$ cat src/rtl/qdv_pkg.sv
// Shared types, constants and the transition table of the quadrature decoder.
// Used by every module under rtl; depends on nothing else.
`timescale 1ns / 1ps

package qdv_pkg;

    // Storage widths of the decoder state.
    localparam int POS_W      = 32;
    localparam int TICK_W     = 32;
    localparam int GAIN_W     = 31;
    localparam int OUT_W      = 32;
    localparam int STEP_W     = 2;
    localparam int DIV_CNT_W  = $clog2(GAIN_W);

    // Request queue between the front and the back.
    localparam int FIFO_DEPTH = 4;
    localparam int FIFO_AW    = $clog2(FIFO_DEPTH);

    localparam logic [GAIN_W-1:0] GAIN_RESET = GAIN_W'(65536);

    // Input kind codes as they arrive on the port.
    localparam logic [1:0] KIND_TICK   = 2'd0;
    localparam logic [1:0] KIND_SAMPLE = 2'd1;
    localparam logic [1:0] KIND_CLEAR  = 2'd2;

    typedef logic signed [STEP_W-1:0] t_step;

    // Classified request handed from the front to the back.
    typedef enum logic [1:0] {
        CMD_TICK,
        CMD_SAMPLE,
        CMD_CLEAR,
        CMD_NOP
    } t_cmd;

    typedef struct packed {
        t_cmd       cmd;
        logic [1:0] ab;
    } t_cmd_item;

    // Start request for the iterative divider.
    typedef struct packed {
        logic              start;
        logic [GAIN_W-1:0] dividend;
        logic [TICK_W-1:0] divisor;
    } t_div_req;

    typedef enum logic {
        ST_IDLE,
        ST_DIVIDE
    } t_back_state;

    // Step for each (old AB, new AB) pair, index is {old, new}.
    localparam t_step STEP_TABLE [16] = '{
         2'sd0, -2'sd1,  2'sd1,  2'sd0,
         2'sd1,  2'sd0,  2'sd0, -2'sd1,
        -2'sd1,  2'sd0,  2'sd0,  2'sd1,
         2'sd0,  2'sd1, -2'sd1,  2'sd0
    };

    function automatic t_step step_lookup(input logic [1:0] old_ab, input logic [1:0] new_ab);
        return STEP_TABLE[{old_ab, new_ab}];
    endfunction

endpackage

$ cat src/rtl/qdv_front.sv
// Front end: takes input requests and classifies them into decoder commands.
// Depends on qdv_pkg; feeds qdv_fifo.
`timescale 1ns / 1ps

module qdv_front (
    input  logic                 i_clk,
    input  logic                 i_rst_n,
    input  logic                 i_in_valid,
    output logic                 o_in_stall,
    input  logic [1:0]           i_kind,
    input  logic                 i_pin_a,
    input  logic                 i_pin_b,
    input  logic                 i_full,
    output logic                 o_push,
    output qdv_pkg::t_cmd_item   o_push_item
);

    logic                r_valid;
    logic                n_valid;
    qdv_pkg::t_cmd_item  r_item;
    qdv_pkg::t_cmd_item  n_item;
    qdv_pkg::t_cmd       w_cmd;

    // Map the raw kind code onto a command.
    always_comb begin
        case (i_kind)
            qdv_pkg::KIND_TICK:   w_cmd = qdv_pkg::CMD_TICK;
            qdv_pkg::KIND_SAMPLE: w_cmd = qdv_pkg::CMD_SAMPLE;
            qdv_pkg::KIND_CLEAR:  w_cmd = qdv_pkg::CMD_CLEAR;
            default:              w_cmd = qdv_pkg::CMD_NOP;
        endcase
    end

    // The holding register drains into the queue whenever the queue has room.
    assign o_push      = r_valid && !i_full;
    assign o_push_item = r_item;
    assign o_in_stall  = r_valid && i_full;

    always_comb begin
        n_valid = r_valid;
        n_item  = r_item;
        if (o_push) begin
            n_valid = 1'b0;
        end
        if (i_in_valid && !o_in_stall) begin
            n_valid     = 1'b1;
            n_item.cmd  = w_cmd;
            n_item.ab   = {i_pin_a, i_pin_b};
        end
    end

    always_ff @(posedge i_clk) begin
        if (!i_rst_n) begin
            r_valid <= 1'b0;
        end else begin
            r_valid <= n_valid;
        end
        r_item <= n_item;
    end

endmodule

$ cat src/rtl/qdv_fifo.sv
// Short command queue that decouples the front end from the back end.
// Depends on qdv_pkg.
`timescale 1ns / 1ps

module qdv_fifo (
    input  logic                 i_clk,
    input  logic                 i_rst_n,
    input  logic                 i_push,
    input  qdv_pkg::t_cmd_item   i_push_item,
    output logic                 o_full,
    input  logic                 i_pop,
    output qdv_pkg::t_cmd_item   o_pop_item,
    output logic                 o_empty
);

    qdv_pkg::t_cmd_item              r_mem [qdv_pkg::FIFO_DEPTH];
    logic [qdv_pkg::FIFO_AW-1:0]     r_wr_ptr;
    logic [qdv_pkg::FIFO_AW-1:0]     r_rd_ptr;
    logic [qdv_pkg::FIFO_AW:0]       r_count;
    logic [qdv_pkg::FIFO_AW-1:0]     n_wr_ptr;
    logic [qdv_pkg::FIFO_AW-1:0]     n_rd_ptr;
    logic [qdv_pkg::FIFO_AW:0]       n_count;

    assign o_full     = (r_count == (qdv_pkg::FIFO_AW+1)'(qdv_pkg::FIFO_DEPTH));
    assign o_empty    = (r_count == '0);
    assign o_pop_item = r_mem[r_rd_ptr];

    // Pointer and fill count update.
    always_comb begin
        n_wr_ptr = r_wr_ptr;
        n_rd_ptr = r_rd_ptr;
        n_count  = r_count;
        if (i_push) begin
            n_wr_ptr = r_wr_ptr + 1'b1;
        end
        if (i_pop) begin
            n_rd_ptr = r_rd_ptr + 1'b1;
        end
        if (i_push && !i_pop) begin
            n_count = r_count + 1'b1;
        end else if (!i_push && i_pop) begin
            n_count = r_count - 1'b1;
        end
    end

    always_ff @(posedge i_clk) begin
        if (!i_rst_n) begin
            r_wr_ptr <= '0;
            r_rd_ptr <= '0;
            r_count  <= '0;
        end else begin
            r_wr_ptr <= n_wr_ptr;
            r_rd_ptr <= n_rd_ptr;
            r_count  <= n_count;
        end
    end

    // Entry storage.
    always_ff @(posedge i_clk) begin
        if (i_push) begin
            r_mem[r_wr_ptr] <= i_push_item;
        end
    end

endmodule

$ cat src/rtl/qdv_div.sv
// Restoring divider, one quotient bit per cycle: gain over elapsed ticks.
// Depends on qdv_pkg; used by qdv_back.
`timescale 1ns / 1ps

module qdv_div (
    input  logic                          i_clk,
    input  logic                          i_rst_n,
    input  qdv_pkg::t_div_req             i_req,
    output logic                          o_done,
    output logic [qdv_pkg::GAIN_W-1:0]    o_quot
);

    logic                              r_busy;
    logic                              r_done;
    logic [qdv_pkg::DIV_CNT_W-1:0]     r_cnt;
    logic [qdv_pkg::GAIN_W-1:0]        r_dividend;
    logic [qdv_pkg::TICK_W-1:0]        r_divisor;
    logic [qdv_pkg::TICK_W-1:0]        r_rem;
    logic [qdv_pkg::GAIN_W-1:0]        r_quot;
    logic                              n_busy;
    logic                              n_done;
    logic [qdv_pkg::DIV_CNT_W-1:0]     n_cnt;
    logic [qdv_pkg::GAIN_W-1:0]        n_dividend;
    logic [qdv_pkg::TICK_W-1:0]        n_divisor;
    logic [qdv_pkg::TICK_W-1:0]        n_rem;
    logic [qdv_pkg::GAIN_W-1:0]        n_quot;
    logic [qdv_pkg::TICK_W:0]          w_trial;
    logic                              w_fit;

    // Bring down the next dividend bit and try a subtract.
    assign w_trial = {r_rem, r_dividend[qdv_pkg::GAIN_W-1]};
    assign w_fit   = (w_trial >= {1'b0, r_divisor});

    always_comb begin
        n_busy     = r_busy;
        n_done     = 1'b0;
        n_cnt      = r_cnt;
        n_dividend = r_dividend;
        n_divisor  = r_divisor;
        n_rem      = r_rem;
        n_quot     = r_quot;
        if (i_req.start) begin
            n_busy     = 1'b1;
            n_cnt      = qdv_pkg::DIV_CNT_W'(qdv_pkg::GAIN_W - 1);
            n_dividend = i_req.dividend;
            n_divisor  = i_req.divisor;
            n_rem      = '0;
            n_quot     = '0;
        end else if (r_busy) begin
            n_rem      = w_fit ? qdv_pkg::TICK_W'(w_trial - {1'b0, r_divisor})
                               : qdv_pkg::TICK_W'(w_trial);
            n_quot     = {r_quot[qdv_pkg::GAIN_W-2:0], w_fit};
            n_dividend = {r_dividend[qdv_pkg::GAIN_W-2:0], 1'b0};
            n_cnt      = r_cnt - 1'b1;
            if (r_cnt == '0) begin
                n_busy = 1'b0;
                n_done = 1'b1;
            end
        end
    end

    always_ff @(posedge i_clk) begin
        if (!i_rst_n) begin
            r_busy <= 1'b0;
            r_done <= 1'b0;
        end else begin
            r_busy <= n_busy;
            r_done <= n_done;
        end
        r_cnt      <= n_cnt;
        r_dividend <= n_dividend;
        r_divisor  <= n_divisor;
        r_rem      <= n_rem;
        r_quot     <= n_quot;
    end

    assign o_done = r_done;
    assign o_quot = r_quot;

endmodule

$ cat src/rtl/qdv_back.sv
// Back end: holds the decoder state, executes commands and owns the result register.
// Depends on qdv_pkg and qdv_div.
`timescale 1ns / 1ps

module qdv_back (
    input  logic                          i_clk,
    input  logic                          i_rst_n,
    input  logic [qdv_pkg::GAIN_W-1:0]    i_gain,
    input  logic                          i_empty,
    input  qdv_pkg::t_cmd_item            i_item,
    output logic                          o_pop,
    output logic                          o_out_valid,
    input  logic                          i_out_stall,
    output logic signed [qdv_pkg::OUT_W-1:0] o_position,
    output logic signed [qdv_pkg::OUT_W-1:0] o_velocity,
    output logic signed [qdv_pkg::STEP_W-1:0] o_step
);

    qdv_pkg::t_back_state              r_state;
    qdv_pkg::t_back_state              n_state;
    logic [1:0]                        r_last_ab;
    logic [1:0]                        n_last_ab;
    logic                              r_ab_known;
    logic                              n_ab_known;
    logic [qdv_pkg::POS_W-1:0]         r_step_total;
    logic [qdv_pkg::POS_W-1:0]         n_step_total;
    logic [qdv_pkg::OUT_W-1:0]         r_speed;
    logic [qdv_pkg::OUT_W-1:0]         n_speed;
    logic [qdv_pkg::TICK_W-1:0]        r_ticks;
    logic [qdv_pkg::TICK_W-1:0]        n_ticks;
    logic                              r_neg;
    logic                              n_neg;
    qdv_pkg::t_step                    r_pend_step;
    qdv_pkg::t_step                    n_pend_step;
    logic                              r_out_valid;
    logic                              n_out_valid;
    logic [qdv_pkg::OUT_W-1:0]         r_out_position;
    logic [qdv_pkg::OUT_W-1:0]         n_out_position;
    logic [qdv_pkg::OUT_W-1:0]         r_out_velocity;
    logic [qdv_pkg::OUT_W-1:0]         n_out_velocity;
    qdv_pkg::t_step                    r_out_step;
    qdv_pkg::t_step                    n_out_step;
    logic                              w_slot_free;
    qdv_pkg::t_step                    w_step;
    qdv_pkg::t_div_req                 w_div_req;
    logic                              w_div_done;
    logic [qdv_pkg::GAIN_W-1:0]        w_div_quot;
    logic [qdv_pkg::OUT_W-1:0]         w_mag;

    qdv_div u_div (
        .i_clk   (i_clk),
        .i_rst_n (i_rst_n),
        .i_req   (w_div_req),
        .o_done  (w_div_done),
        .o_quot  (w_div_quot)
    );

    // The result slot is free when empty or being taken this cycle.
    assign w_slot_free = !r_out_valid || !i_out_stall;
    assign o_pop       = (r_state == qdv_pkg::ST_IDLE) && !i_empty && w_slot_free;
    assign w_step      = qdv_pkg::step_lookup(r_last_ab, i_item.ab);
    assign w_mag       = qdv_pkg::OUT_W'({1'b0, w_div_quot});

    // Command execution and result capture.
    always_comb begin
        n_state            = r_state;
        n_last_ab          = r_last_ab;
        n_ab_known         = r_ab_known;
        n_step_total       = r_step_total;
        n_speed            = r_speed;
        n_ticks            = r_ticks;
        n_neg              = r_neg;
        n_pend_step        = r_pend_step;
        n_out_valid        = r_out_valid && i_out_stall;
        n_out_position     = r_out_position;
        n_out_velocity     = r_out_velocity;
        n_out_step         = r_out_step;
        w_div_req.start    = 1'b0;
        w_div_req.dividend = i_gain;
        w_div_req.divisor  = r_ticks;

        case (r_state)
            qdv_pkg::ST_IDLE: begin
                if (o_pop) begin
                    n_pend_step = '0;
                    case (i_item.cmd)
                        qdv_pkg::CMD_TICK: begin
                            if (r_ticks != '1) begin
                                n_ticks = r_ticks + 1'b1;
                            end
                        end
                        qdv_pkg::CMD_SAMPLE: begin
                            if (!r_ab_known) begin
                                n_last_ab  = i_item.ab;
                                n_ab_known = 1'b1;
                                n_ticks    = '0;
                            end else if (i_item.ab != r_last_ab) begin
                                n_pend_step = w_step;
                                n_step_total = r_step_total
                                             + qdv_pkg::POS_W'(signed'(w_step));
                                n_last_ab = i_item.ab;
                                n_ticks   = '0;
                                if (r_ticks == '0 || w_step == '0) begin
                                    n_speed = '0;
                                end else begin
                                    // Velocity needs gain / ticks; hand it to the divider.
                                    w_div_req.start = 1'b1;
                                    n_neg           = w_step[qdv_pkg::STEP_W-1];
                                    n_state         = qdv_pkg::ST_DIVIDE;
                                end
                            end
                        end
                        qdv_pkg::CMD_CLEAR: begin
                            n_step_total = '0;
                            n_speed      = '0;
                        end
                        default: begin
                        end
                    endcase
                    if (n_state == qdv_pkg::ST_IDLE) begin
                        n_out_valid    = 1'b1;
                        n_out_position = qdv_pkg::OUT_W'(signed'(n_step_total));
                        n_out_velocity = n_speed;
                        n_out_step     = n_pend_step;
                    end
                end
            end
            qdv_pkg::ST_DIVIDE: begin
                if (w_div_done) begin
                    n_speed        = r_neg ? (qdv_pkg::OUT_W'(0) - w_mag) : w_mag;
                    n_out_valid    = 1'b1;
                    n_out_position = qdv_pkg::OUT_W'(signed'(r_step_total));
                    n_out_velocity = n_speed;
                    n_out_step     = r_pend_step;
                    n_state        = qdv_pkg::ST_IDLE;
                end
            end
            default: begin
                n_state = qdv_pkg::ST_IDLE;
            end
        endcase
    end

    always_ff @(posedge i_clk) begin
        if (!i_rst_n) begin
            r_state      <= qdv_pkg::ST_IDLE;
            r_last_ab    <= '0;
            r_ab_known   <= 1'b0;
            r_step_total <= '0;
            r_speed      <= '0;
            r_ticks      <= '0;
            r_out_valid  <= 1'b0;
        end else begin
            r_state      <= n_state;
            r_last_ab    <= n_last_ab;
            r_ab_known   <= n_ab_known;
            r_step_total <= n_step_total;
            r_speed      <= n_speed;
            r_ticks      <= n_ticks;
            r_out_valid  <= n_out_valid;
        end
        r_neg          <= n_neg;
        r_pend_step    <= n_pend_step;
        r_out_position <= n_out_position;
        r_out_velocity <= n_out_velocity;
        r_out_step     <= n_out_step;
    end

    assign o_out_valid = r_out_valid;
    assign o_position  = signed'(r_out_position);
    assign o_velocity  = signed'(r_out_velocity);
    assign o_step      = r_out_step;

    // A request is only taken while idle and with room for its result.
    a_pop_when_free: assert property (@(posedge i_clk) disable iff (!i_rst_n)
        o_pop |-> (r_state == qdv_pkg::ST_IDLE) && w_slot_free)
        else $error("request taken while busy or result slot full");

    // The divider finishes only while a division is outstanding.
    a_done_in_divide: assert property (@(posedge i_clk) disable iff (!i_rst_n)
        w_div_done |-> (r_state == qdv_pkg::ST_DIVIDE))
        else $error("divider finished outside a division");

    // While dividing, the result slot stays empty.
    a_slot_empty_divide: assert property (@(posedge i_clk) disable iff (!i_rst_n)
        (r_state == qdv_pkg::ST_DIVIDE) |-> !r_out_valid)
        else $error("result pending during a division");

    // A reported step is never the unused code.
    a_step_code: assert property (@(posedge i_clk) disable iff (!i_rst_n)
        r_out_valid |-> (r_out_step != 2'b10))
        else $error("illegal step code in result");

endmodule

$ cat src/rtl/quadrature_decoder_with_velocity.sv
// Top level of the x4 quadrature decoder with velocity estimate.
// Depends on qdv_pkg, qdv_front, qdv_fifo and qdv_back (with qdv_div).
//
//  Channel   Direction  Handshake               Payload
//  input     in         i_in_valid / o_in_stall i_kind, i_pin_a, i_pin_b
//  result    out        o_out_valid / i_out_stall o_position, o_velocity, o_step
//  config    in         i_cfg_valid / o_cfg_ready i_cfg_data (velocity gain)
//
// A tick, clear, no-op, unchanged or first sample shows its result without a division.
// A sample that moves the position with elapsed ticks runs the one-bit-per-cycle
// divider (31 steps); its result is registered when the divider reports done, and the
// back end runs one request at a time.
// Reset is synchronous and active low; it clears the decoder state and the valid flags (not the
// data registers) and sets gain to 65536. The front register and four queue entries hold requests
// ahead of the back end; a stalled result stops intake only once they are all full.
`timescale 1ns / 1ps

module quadrature_decoder_with_velocity (
    input  logic        i_clk,
    input  logic        i_rst_n,
    input  logic        i_in_valid,
    output logic        o_in_stall,
    input  logic [1:0]  i_kind,
    input  logic        i_pin_a,
    input  logic        i_pin_b,
    output logic        o_out_valid,
    input  logic        i_out_stall,
    output logic signed [31:0] o_position,
    output logic signed [31:0] o_velocity,
    output logic signed [1:0]  o_step,
    input  logic        i_cfg_valid,
    output logic        o_cfg_ready,
    input  logic [30:0] i_cfg_data
);

    logic [qdv_pkg::GAIN_W-1:0]  r_gain;
    logic                        w_push;
    qdv_pkg::t_cmd_item          w_push_item;
    logic                        w_full;
    logic                        w_pop;
    qdv_pkg::t_cmd_item          w_pop_item;
    logic                        w_empty;

    // Gain register; writes must arrive only while the decoder is idle; nothing enforces it.
    assign o_cfg_ready = 1'b1;

    always_ff @(posedge i_clk) begin
        if (!i_rst_n) begin
            r_gain <= qdv_pkg::GAIN_RESET;
        end else if (i_cfg_valid && o_cfg_ready) begin
            r_gain <= i_cfg_data;
        end
    end

    qdv_front u_front (
        .i_clk       (i_clk),
        .i_rst_n     (i_rst_n),
        .i_in_valid  (i_in_valid),
        .o_in_stall  (o_in_stall),
        .i_kind      (i_kind),
        .i_pin_a     (i_pin_a),
        .i_pin_b     (i_pin_b),
        .i_full      (w_full),
        .o_push      (w_push),
        .o_push_item (w_push_item)
    );

    qdv_fifo u_fifo (
        .i_clk       (i_clk),
        .i_rst_n     (i_rst_n),
        .i_push      (w_push),
        .i_push_item (w_push_item),
        .o_full      (w_full),
        .i_pop       (w_pop),
        .o_pop_item  (w_pop_item),
        .o_empty     (w_empty)
    );

    qdv_back u_back (
        .i_clk       (i_clk),
        .i_rst_n     (i_rst_n),
        .i_gain      (r_gain),
        .i_empty     (w_empty),
        .i_item      (w_pop_item),
        .o_pop       (w_pop),
        .o_out_valid (o_out_valid),
        .i_out_stall (i_out_stall),
        .o_position  (o_position),
        .o_velocity  (o_velocity),
        .o_step      (o_step)
    );

endmodule
$ cat config.mk
export PLATFORM = sky130hd
export DESIGN_NAME = quadrature_decoder_with_velocity
export DESIGN_NICKNAME = d
export VERILOG_FILES = /design/src/rtl/qdv_pkg.sv /design/src/rtl/qdv_front.sv /design/src/rtl/qdv_fifo.sv /design/src/rtl/qdv_div.sv /design/src/rtl/qdv_back.sv /design/src/rtl/quadrature_decoder_with_velocity.sv
export SDC_FILE = /design/constraint.sdc
export NUM_CORES = 1
export LEC_CHECK = 0
export ABC_CLOCK_PERIOD_IN_PS = 6700
export BUFFER_PORTS_ARGS = -buffer_cell sky130_fd_sc_hd__buf_2
export CAP_MARGIN = 30
export CORE_MARGIN = 3
export CORE_UTILIZATION = 50
export CTS_CLUSTER_SIZE = 28
export DETAILED_ROUTE_END_ITERATION = 10
export HOLD_SLACK_MARGIN = 0.05
export PLACE_DENSITY_LB_ADDON = 0.05
export SLEW_MARGIN = 20
export SYNTH_ARGS = -nofsm -noshare
export SYNTH_HDL_FRONTEND = slang
export SYNTH_SLANG_ARGS = --single-unit
$ cat constraint.sdc
create_clock -name i_clk -period 6.7 [get_ports i_clk]
set_input_delay 0.67 -clock i_clk [delete_from_list [all_inputs] [get_ports i_clk]]
set_output_delay 0.67 -clock i_clk [all_outputs]
set_load 0.005 [all_outputs]
# Yosys cells after proc, flatten, opt, wreduce, memory -nomap -nowiden
# Memories as Yosys holds them, arrays and structs flattened. A register that Yosys moved wholly into a read port is not among the register bits.
# Cells that the tools add are included.
[totals]
mem_bits_ro = 32
mem_count = 2
output_inout_bits = 69
in_bits = 40
word_cells = 156
ram_bits = 16
ff_bits = 346
[op_classes]
mux = 64
reduce_logical = 35
n_lt_le_gt_ge = 2
bitwise = 5
add_sub_neg = 9
eq_ne = 13
[mem_list]
columns = ["name", "words", "word_bits", "rd", "rd_clocked_by_memory_dff", "wr", "line_no", "rtl"]
rows = [
  ["(name not given)", 16, 2, 1, 0, 0, "qdv_pkg.sv:62", "return STEP_TABLE[{old_ab, new_ab}];"],
  ["u_fifo.r_mem", 4, 4, 1, 1, 1, "qdv_fifo.sv:16", "qdv_pkg::t_cmd_item r_mem [qdv_pkg::FIFO_DEPTH];"],
]
[ops]
columns = ["operator", "count"]
rows = [
  ["$mux 32", 17],
  ["$pmux 32 s2", 6],
  ["$mux 31", 2],
  ["$ge 33x32->1", 1],
  ["$add 32x1->32 const B", 1],
  ["$add 32x32->32", 1],
  ["$logic_not 32->1", 1],
  ["$ne 32x32->1 const B", 1],
  ["$sub 1x31->32 const A", 1],
  ["$sub 32x32->32", 1],
  ["$mux 2", 12],
  ["$mux 1", 21],
  ["$logic_and 1x1->1", 8],
  ["$ne 2x2->1 const B", 4],
  ["$reduce_bool 2->1", 4],
  ["$logic_not 1->1", 7],
  ["$logic_not 2->1", 3],
  ["$mux 3", 2],
  ["$pmux 2 s3", 1],
  ["$reduce_and 3->1", 2],
  ["$reduce_and 6->1", 1],
  ["$ge 5x5->1 const B", 1],
  ["$logic_not 5->1", 1],
  ["$not 4->5", 1],
  ["other kinds (19)", 28],
]

# Longest topological paths before layout
# Gate-level depths: netlist of run 1.
[logic_depth]
ltp_word = 15
mapped_depth = 16
ltp_nobuf = 15

# Cells and area by module
# From an unflattened synthesis of run 1, not the netlist that was laid out.
[unflattened]
cells_unflattened = 1887
area_unflattened_um2 = 18851.8
[modules_own_cells]
columns = ["module", "instances", "seq_area_each_um2", "cells_each", "area_per_inst_um2"]
rows = [
  ["qdv_back", 1, 4093.9, 1019, 9401.5],
  ["qdv_div", 1, 3293.2, 692, 7025.5],
  ["quadrature_decoder_with_velocity", 1, 620.6, 102, 1216.2],
  ["qdv_fifo", 1, 660.6, 63, 1031.0],
  ["qdv_front", 1, 140.1, 11, 177.7],
]

# Worst setup path after synthesis of run 1
# Ideal clock, no wire load.
[synth_timing]
path_kind = "reg2reg"
start = "reg with a tool-made name"
end = "reg u_back.r_out_position, in the netlist u_back.o_position[29] (data pin)"
path_buffers = 0
arrival_ns = 4.524
setup_ns = 0.256
required_time_ns = 6.444
setup_slack_ns = 1.919
path_stages_with_launch = 16
synth_period_minus_slack_ns = 4.781
path_cell_list = "dfxtp_1 -> mux4_2 -> inv_1 -> ha_1 -> mux2i_1 -> mux2_2 -> inv_1 -> ha_1 -> a211oi_1 -> nor2_1 -> or4_1 -> a31oi_1 -> a211oi_1 -> o41a_1 -> xor2_1 -> a22o_1"
[synth_rtl]
columns = ["item", "line_no", "rtl"]
rows = [
  ["end signal: assignment", "qdv_back.sv:164", "r_out_position <= n_out_position;"],
  ["end: declaration", "qdv_back.sv:37", "logic [qdv_pkg::OUT_W-1:0] r_out_position;"],
]

==> results by group, run 1 <==
Die
  • Core Region: 0.0367 mm2
  • Die H: 199 um
  • # rows: 70
  • DIE WIDTH: 199 um
  • I/O pin cnt: 109
  • Initial core utilization: 50.8%
  • Die Footprint: 0.0396 mm2

STA
  • Actual slew at the worst max-slew pin: 921 ps
  • Final hold violation count: 0
  • Setup Skew: 22.2 ps
  • Achievable frequency: 202 MHz
  • Post-Route Hold Slack: 293 ps
  • Worst slew margin relative to its limit: 38.5%
  • Shortest period the worst path allows: 4940 ps
  • Part of the cycle the worst path needs: 73.8%
  • Post-Route Setup TNS: 0 ps
  • Setup-failing EPs final: 0
  • RSZ-0062 raised after global routing: no
  • Final number of max-transition violations: 0

CTS
  • Maximum level of the CTS H-tree: 2
  • Quantity of gates resized following cts: 0
  • Buffer depth of the longest clock path: 3
  • Number of hold buffers added after cts: 0
  • Number of clock sinks: 364
  • Cts bufs inserted: 39
  • CTS clock-pin slew for the worst setup and hold paths: 60 ps
  • Insertion delay of the later-clocked pin in the worst-skew pair: 560 ps
  • Post-CTS Repair Setup Buffers: 0
  • Cell chosen for the clock root: clkbuf_16
  • CTS tree: built

Global route
  • Wire length of the first global-routing pass: 69.3 mm
  • Largest net degree at the start of global routing: 94
  • Vias in the first global route: 13.5k
  • Overall overflow remaining after global route: 0
  • Total global-route track usage: 21.2%
  • Number of antenna violations at the first check in global routing: 0

Synthesis
  • Main flop type after synthesis: dfxtp_1
  • Fraction of the yosys area taken by sequential cells: 47.3%
  • Ys Warns: 0
  • Net Count, Synth: 2098
  • Number of flops mapped to enable cells by yosys: 152
  • Area fraction in compound gates after synthesis: 15.8%
  • Synthesized instance count: 1970
  • Synthesized area: 0.0186 mm2
  • Share of cell area taken by muxes after synthesis: 4.37%
  • Adder and majority cell fraction of the synthesized area: 6.03%
  • Combinational family with the most area after synthesis: simple AND/OR/NAND/NOR gates
  • Xor-xnor portion of the synthesized cell area: 5.50%
  • Average instance area after synthesis: 9.46 um2
  • Share of flip-flops with an asynchronous set or reset after synthesis: 0%
  • Count of state elements after synthesis: 364
  • Area share of and/or/nand/nor cells after synthesis: 17.3%
  • Library cells used by synthesis: 82

Layout
  • Net count reported at finish: 2159
  • Total inserted antenna cells: 0
  • Ratio of cells with drive above 1 in the final layout: 11.1%
  • Syn-to-layout area delta: 12.4%
  • Non-filler cells, final: 2530
  • Number of fill cells in the layout: 3263

Routing
  • Drt pass-1 iters: 5
  • Via Count: 14.2k
  • DRC marker count from the first detailed-route iteration: 715
  • Count of antenna-violating nets left after detailed routing: 0
  • WL final: 42.0 mm
  • DRC Markers: 0
  • WL per Instance: 16.6 um
  • Via density per instance: 5.62

Run
  • Number of max-capacitance violations reported: 0

Status
  • Result of the run: completed

Worst setup path
  • Type of destination of the critical path: register
  • Sort of element at the start of the critical path: register
  • Maximum fanout count along the critical path: 23
  • Worst setup path class: register to register
  • Data arrival, critical path: 5260 ps
  • Data required time at the worst endpoint: 7010 ps

Placed design
  • Final RePlAce weighted congestion: 0.884
  • HPWL Detailed: 28.3 mm
  • Number of instances in the placed design: 2456
  • Buffers added on ports: 107

Power and ir drop
  • Leak: 8.62 nW
  • Total power per unit cell area: 378 mW/mm2
  • Worst supply voltage drop on vdd: 219 uV

Min path
  • Hold Path Class: input port to register
-- area by class of cell --
cell class	count	area (um2)	share of cell area, %
multi-input cells	1426	9160	43.7
clock inverters	17	208	0.992
well taps	468	586	2.80
flip-flops and latches	364	8810	42.1
clock buffers	55	1170	5.59
inverters	75	283	1.35
repair buffers	125	731	3.49
-- cell families after synthesis --
logic type,after synthesis
simple gates,710
buf+inv,180
xor+xnor,117
flops,364
fa+ha+maj,88
compound gates,434
other cells,1
mux,76
-- synthesized netlist by cell type (15+ instances only) --
cell / instances / share of area (%)
nand2_1: 293 / 5.9
o2bb2ai_1: 18 / 0.85
a31oi_1: 37 / 1.2
nand4_1: 26 / 0.87
nor2_1: 196 / 3.9
a21oi_1: 84 / 2.3
clkbuf_1: 86 / 1.7
o21ai_0: 89 / 2.4
xor2_1: 43 / 2.0
nand3_1: 42 / 1.1
dfxtp_1: 212 / 23
a22o_1: 42 / 2.0
mux2i_1: 69 / 3.7
inv_1: 74 / 1.5
edfxtp_1: 152 / 24
xnor2_1: 74 / 3.5
nor3_1: 27 / 0.73
ha_1: 85 / 5.7
nand2b_1: 23 / 0.77
a21o_1: 23 / 0.93
and3_1: 15 / 0.50
-- placed cells by master, fill, tap and decap left out, drive strengths merged, types with 12 or more instances in the layout --
master,synthesis,layout
a211oi,14,14
o211ai,14,14
ha,85,85
nor2,196,196
mux2i,69,69
nand3,42,42
edfxtp,152,152
xor2,43,43
xnor2,74,74
nand4,26,26
nor4,12,12
o2bb2ai,18,18
a21o,23,23
a21oi,85,85
o21bai,12,12
o21ai,97,97
dfxtp,212,212
and3,15,15
nand2,293,293
a22o,42,42
buf,19,125
and2,14,14
inv,75,76
a31oi,37,37
nor3,27,27
nand2b,23,23
a32oi,12,12
clkbuf,86,55
-- final timing paths --
kind / start / to / slack [ps] / cells past startpoint
max: register / u_back.o_position[28]$_DFFE_PP_ / 1760 / 16
min: i_kind[0] / u_front.o_push_item[2]$_DFFE_PP_ / 290 / 1
min reg2reg: u_back.r_speed[3]$_SDFFE_PN0P_ / u_back.r_speed[3]$_SDFFE_PN0P_ / 460 / 1
max reg2reg: register / u_back.o_position[28]$_DFFE_PP_ / 1760 / 16
-- per-layer routing --
layer / part of all wire, % / GRT usage, % / wire length [um] / vias up
li1: - / - / - / 7171
met1: 49 / 29.8 / 20700 / 6720
met2: 45 / 34.4 / 18800 / 273
met3: 4.5 / 3.71 / 1910 / 45
met4: 1.6 / 4.97 / 677 / 0
met5: 0 / 0 / 0 / -
-- stage by stage --
| stage | power [mW] | util, % | area (um2) | setup WS (ps) |
|---|---|---|---|---|
| 3_5_place_dp | 5.65 | 53.2 | 19500 | 1380 |
| 3_3_place_gp | 5.61 | 53.1 | 19500 | 1470 |
| 4_1_cts | 7.97 | 57.0 | 20900 | 1350 |
| 5_1_grt | 8.47 | 57.1 | 20900 | 1370 |
| 6_report | 7.93 | 57.1 | 20900 | 1760 |
| 2_1_floorplan | 4.87 | - | 18600 | 1920 |
-- report_power, final --
part	internal, mW	total (mW)	switching [mW]	leakage [nW]
clock network	1.38	2.28	0.897	0.677
logic	0.913	2.52	1.60	4.81
registers	2.81	3.13	0.317	3.12
total	5.11	7.93	2.82	8.62
-- worst max-delay path, stage by stage (launching register included) --
cell and delay [ps]:
dfxtp_1 460, mux4_2 610, inv_1 110, ha_1 150, mux2i_1 60, mux2_2 320, inv_1 250, buf_8 240
ha_1 280, a21oi_1 180, o22ai_1 110, or2_2 350, a2111oi_0 610, o21ai_0 380, a21boi_0 300, xnor2_1 90
a22o_1 200
-- flip-flops by register name, summed over array words and instances, names as in the netlist, 2 cells and up, named ones only --
| signal | cells |
|---|---|
| u_back.u_div.r_divisor | 32 |
| u_back.o_velocity | 32 |
| u_back.u_div.r_dividend | 31 |
| u_back.r_pend_step | 2 |
| u_fifo.r_mem | 16 |
| u_fifo.r_wr_ptr | 2 |
| u_fifo.r_rd_ptr | 2 |
| r_gain | 31 |
| u_back.u_div.r_cnt | 5 |
| u_front.o_push_item | 4 |
| u_back.r_ticks | 32 |
| u_back.u_div.r_rem | 32 |
| u_back.u_div.o_quot | 31 |
| u_fifo.r_count | 3 |
| u_back.o_position | 32 |
| u_back.r_speed | 32 |
| u_back.r_step_total | 32 |
| u_back.r_last_ab | 2 |
| u_back.o_step | 2 |
Power figures use the tool's default switching activity.
==> run 2: changes to the inputs <==
--- a/config.mk
+++ b/config.mk
@@ -5,7 +5,7 @@
 export SDC_FILE = /design/constraint.sdc
 export NUM_CORES = 1
 export LEC_CHECK = 0
-export ABC_CLOCK_PERIOD_IN_PS = 6700
+export ABC_CLOCK_PERIOD_IN_PS = 4250
 export BUFFER_PORTS_ARGS = -buffer_cell sky130_fd_sc_hd__buf_2
 export CAP_MARGIN = 30
 export CORE_MARGIN = 3
==> constraint.sdc (replaced) <==
create_clock -name i_clk -period 4.25 [get_ports i_clk]
set_input_delay 0.425 -clock i_clk [delete_from_list [all_inputs] [get_ports i_clk]]
set_output_delay 0.425 -clock i_clk [all_outputs]
set_load 0.005 [all_outputs]
==> results by group, run 2 (same netlist as run 1, synthesis figures left out) <==
Layout
  • Non-filler cells, final: 2571 (+1.6%)
  • Most common cell after layout, fill and taps aside: nand2_1
  • Multi-input gate area in the final layout: 0.00935 mm2 (+2.2%)
  • FF/Latch Area: 0.00882 mm2 (about the same)
  • Syn-to-layout area delta: 15.0%
  • Net count reported at finish: 2199 (+1.9%)
  • Number of fill cells in the layout: 3246 (-0.52%)
  • Ratio of cells with drive above 1 in the final layout: 13.6% (+2.5 points)
  • Most frequent cells in the layout: nand2_1 (291), dfxtp_1 (209), nor2_1 (195)
  • Total inserted antenna cells: 0 (unchanged)

Worst setup path
  • Data required time at the worst endpoint: 4550 ps (-2460 ps)
  • Standard cell with the maximum stage delay on the critical path: mux4_2
  • Data arrival, critical path: 4420 ps (-840 ps)
  • Maximum fanout count along the critical path: 5 (-78%)
  • Number of buffer and inverter stages on the critical path: 5 (+2)
  • Sort of element at the start of the critical path: register
  • Critical path, cell by cell: mux4_2 -> ha_2 -> mux2i_1 -> mux2_4 -> clkinvlp_4 -> buf_6 -> buf_4 -> ha_1 -> o211ai_1 -> o211ai_1 -> nor4bb_4 -> o211ai_1 -> buf_4 -> buf_4 -> a21oi_1 -> o21ai_0 -> a32o_1
  • Worst setup path class: register to register
  • Family with the most delay on the worst path: compound AO/OA/AOI/OAI gates
  • Type of destination of the critical path: register
  • Worst stage delay on the critical path: 560 ps (-50 ps)

Die
  • Core Region: 0.0367 mm2 (unchanged)
  • Die H: 199 um (unchanged)
  • DIE WIDTH: 199 um (unchanged)
  • Die Footprint: 0.0396 mm2 (unchanged)
  • Initial core utilization: 50.8% (unchanged)
  • # rows: 70 (unchanged)
  • I/O pin cnt: 109 (unchanged)

Run
  • Number of max-capacitance violations reported: 0 (unchanged)

CTS
  • Buffer depth of the longest clock path: 3 (unchanged)
  • CTS clock-pin slew for the worst setup and hold paths: 60 ps (about the same)
  • Maximum level of the CTS H-tree: 2 (unchanged)
  • Cts bufs inserted: 41 (+5.1%)
  • Insertion delay of the later-clocked pin in the worst-skew pair: 550 ps (about the same)
  • Cell chosen for the clock root: clkbuf_16
  • Number of clock sinks: 364 (unchanged)
  • CTS tree: built

Global route
  • Total global-route track usage: 22.2% (+0.97 points)
  • Vias in the first global route: 13.9k (+3.0%)
  • Largest net degree at the start of global routing: 72 (-23%)
  • Wire length of the first global-routing pass: 71.6 mm (+3.4%)
  • Number of antenna violations at the first check in global routing: 1 (+1)
  • Overall overflow remaining after global route: 0 (unchanged)

Power and ir drop
  • Worst supply voltage drop on vdd: 430 uV (+96%)
  • Leak: 8.79 nW (+2.1%)
  • Total power per unit cell area: 593 mW/mm2 (+57%)

STA
  • Final hold violation count: 0 (unchanged)
  • Post-Route Hold Slack: 105 ps (-188 ps)
  • Setup Skew: 14.5 ps (-7.62 ps)
  • Achievable frequency: 243 MHz (+20%)
  • RSZ-0062 raised after global routing: yes
  • Part of the cycle the worst path needs: 96.7% (+23 points)
  • Setup-failing EPs final: 0 (unchanged)
  • Shortest period the worst path allows: 4110 ps (-833 ps)
  • Post-Route Setup TNS: 0 ps (unchanged)
  • Worst-case setup margin in the final layout: 139 ps (-1620 ps)
  • Worst slew margin relative to its limit: 36.1% (-2.5 points)
  • Final number of max-transition violations: 0 (unchanged)
  • Actual slew at the worst max-slew pin: 956 ps (+34.4 ps)

Placed design
  • Buffers added on ports: 107 (unchanged)
  • Final RePlAce weighted congestion: 0.929 (+5.0%)
  • Placement-stage worst setup slack: -35.4 ps (-1420 ps)
  • Number of instances in the placed design: 2478 (+0.90%)
  • HPWL Detailed: 29.7 mm (+5.0%)

Status
  • Result of the run: completed

Routing
  • Count of antenna-violating nets left after detailed routing: 0 (unchanged)
  • Via Count: 14.5k (+2.1%)
  • WL final: 44.0 mm (+4.6%)
  • Via density per instance: 5.64 (+0.49%)
  • Drt pass-1 iters: 5 (unchanged)
  • DRC Markers: 0 (unchanged)
  • DRC marker count from the first detailed-route iteration: 791 (+11%)
  • WL per Instance: 17.1 um (+2.9%)

Min path
  • Hold Path Class: input port to register
[run 2: changes by cell type in the layout (fill, tap and decap cells not counted), moves of 2 or more]
cell,previous run,this run
ha_2,0,3
a211oi_2,0,2
bufinv_16,4,2
ha_1,85,77
a2111oi_0,4,2
a21oi_2,2,4
a211oi_1,14,11
inv_6,2,0
dlygate4sd3_1,0,4
buf_4,13,45
ha_4,0,5
clkbuf_1,7,14
clkbuf_8,5,8
a21oi_1,83,81
[run 2: timing repair]
item,in CTS,in global routing
gates resized for setup,6,10
gates cloned,1,0
pin swaps,6,7
hold buffers,4,0
endpoints found under the hold margin,4,0
setup buffers,8,4
endpoints found under the setup margin,1,13
[run 2: tightest hold or removal path: cells and delay by family]
kind | cells | cell delay (ps)
buf+inv | 1 | 80
simple gates | 2 | 110
[run 2: routing by layer]
metal	global-route usage (%)	wire [um]	vias up
li1	-	-	7247
met1	31.4	21400	6889
met2	34.8	19500	299
met3	3.59	1850	73
met4	7.37	1180	2
met5	0	7	-
[run 2: layout make-up]
type,count,share of cell area [%]
Sequential cell,364,41.1
Tap cell,468,2.73
Clock inverter,11,0.543
Inverter,75,1.34
Multi-Input combinational cell,1426,43.7
Clock buffer,64,5.66
Timing Repair Buffer,163,4.92
[run 2: final timing paths]
kind / cells past startpoint / to / startpoint / slack [ps]
hold / removal: 3 / u_front.r_valid$_SDFFE_PN0P_ / i_in_valid / 110
setup / recovery: 17 / u_back.o_position[25]$_DFFE_PP_ / register / 140
hold reg to reg: 1 / u_back.r_speed[4]$_SDFFE_PN0P_ / u_back.r_speed[4]$_SDFFE_PN0P_ / 460
setup reg to reg: 17 / u_back.o_position[25]$_DFFE_PP_ / register / 140
[run 2: where the power goes]
group	switching [mW]	internal (mW)	total (mW)	leakage (nW)
registers	0.503	4.44	4.94	3.12
logic	2.63	1.66	4.29	5.02
clock network	1.40	2.08	3.48	0.650
[run 2: stage by stage]
stage | cell area, um2 | power [mW] | utilization [%]
CTS | 21300 | 12.8 | 58.1
global route | 21400 | 13.5 | 58.4
global placement | 19800 | 9.07 | 54.0
detailed placement | 19800 | 9.13 | 54.0
finish | 21400 | 12.7 | 58.4
floorplan | 18800 | 7.73 | -
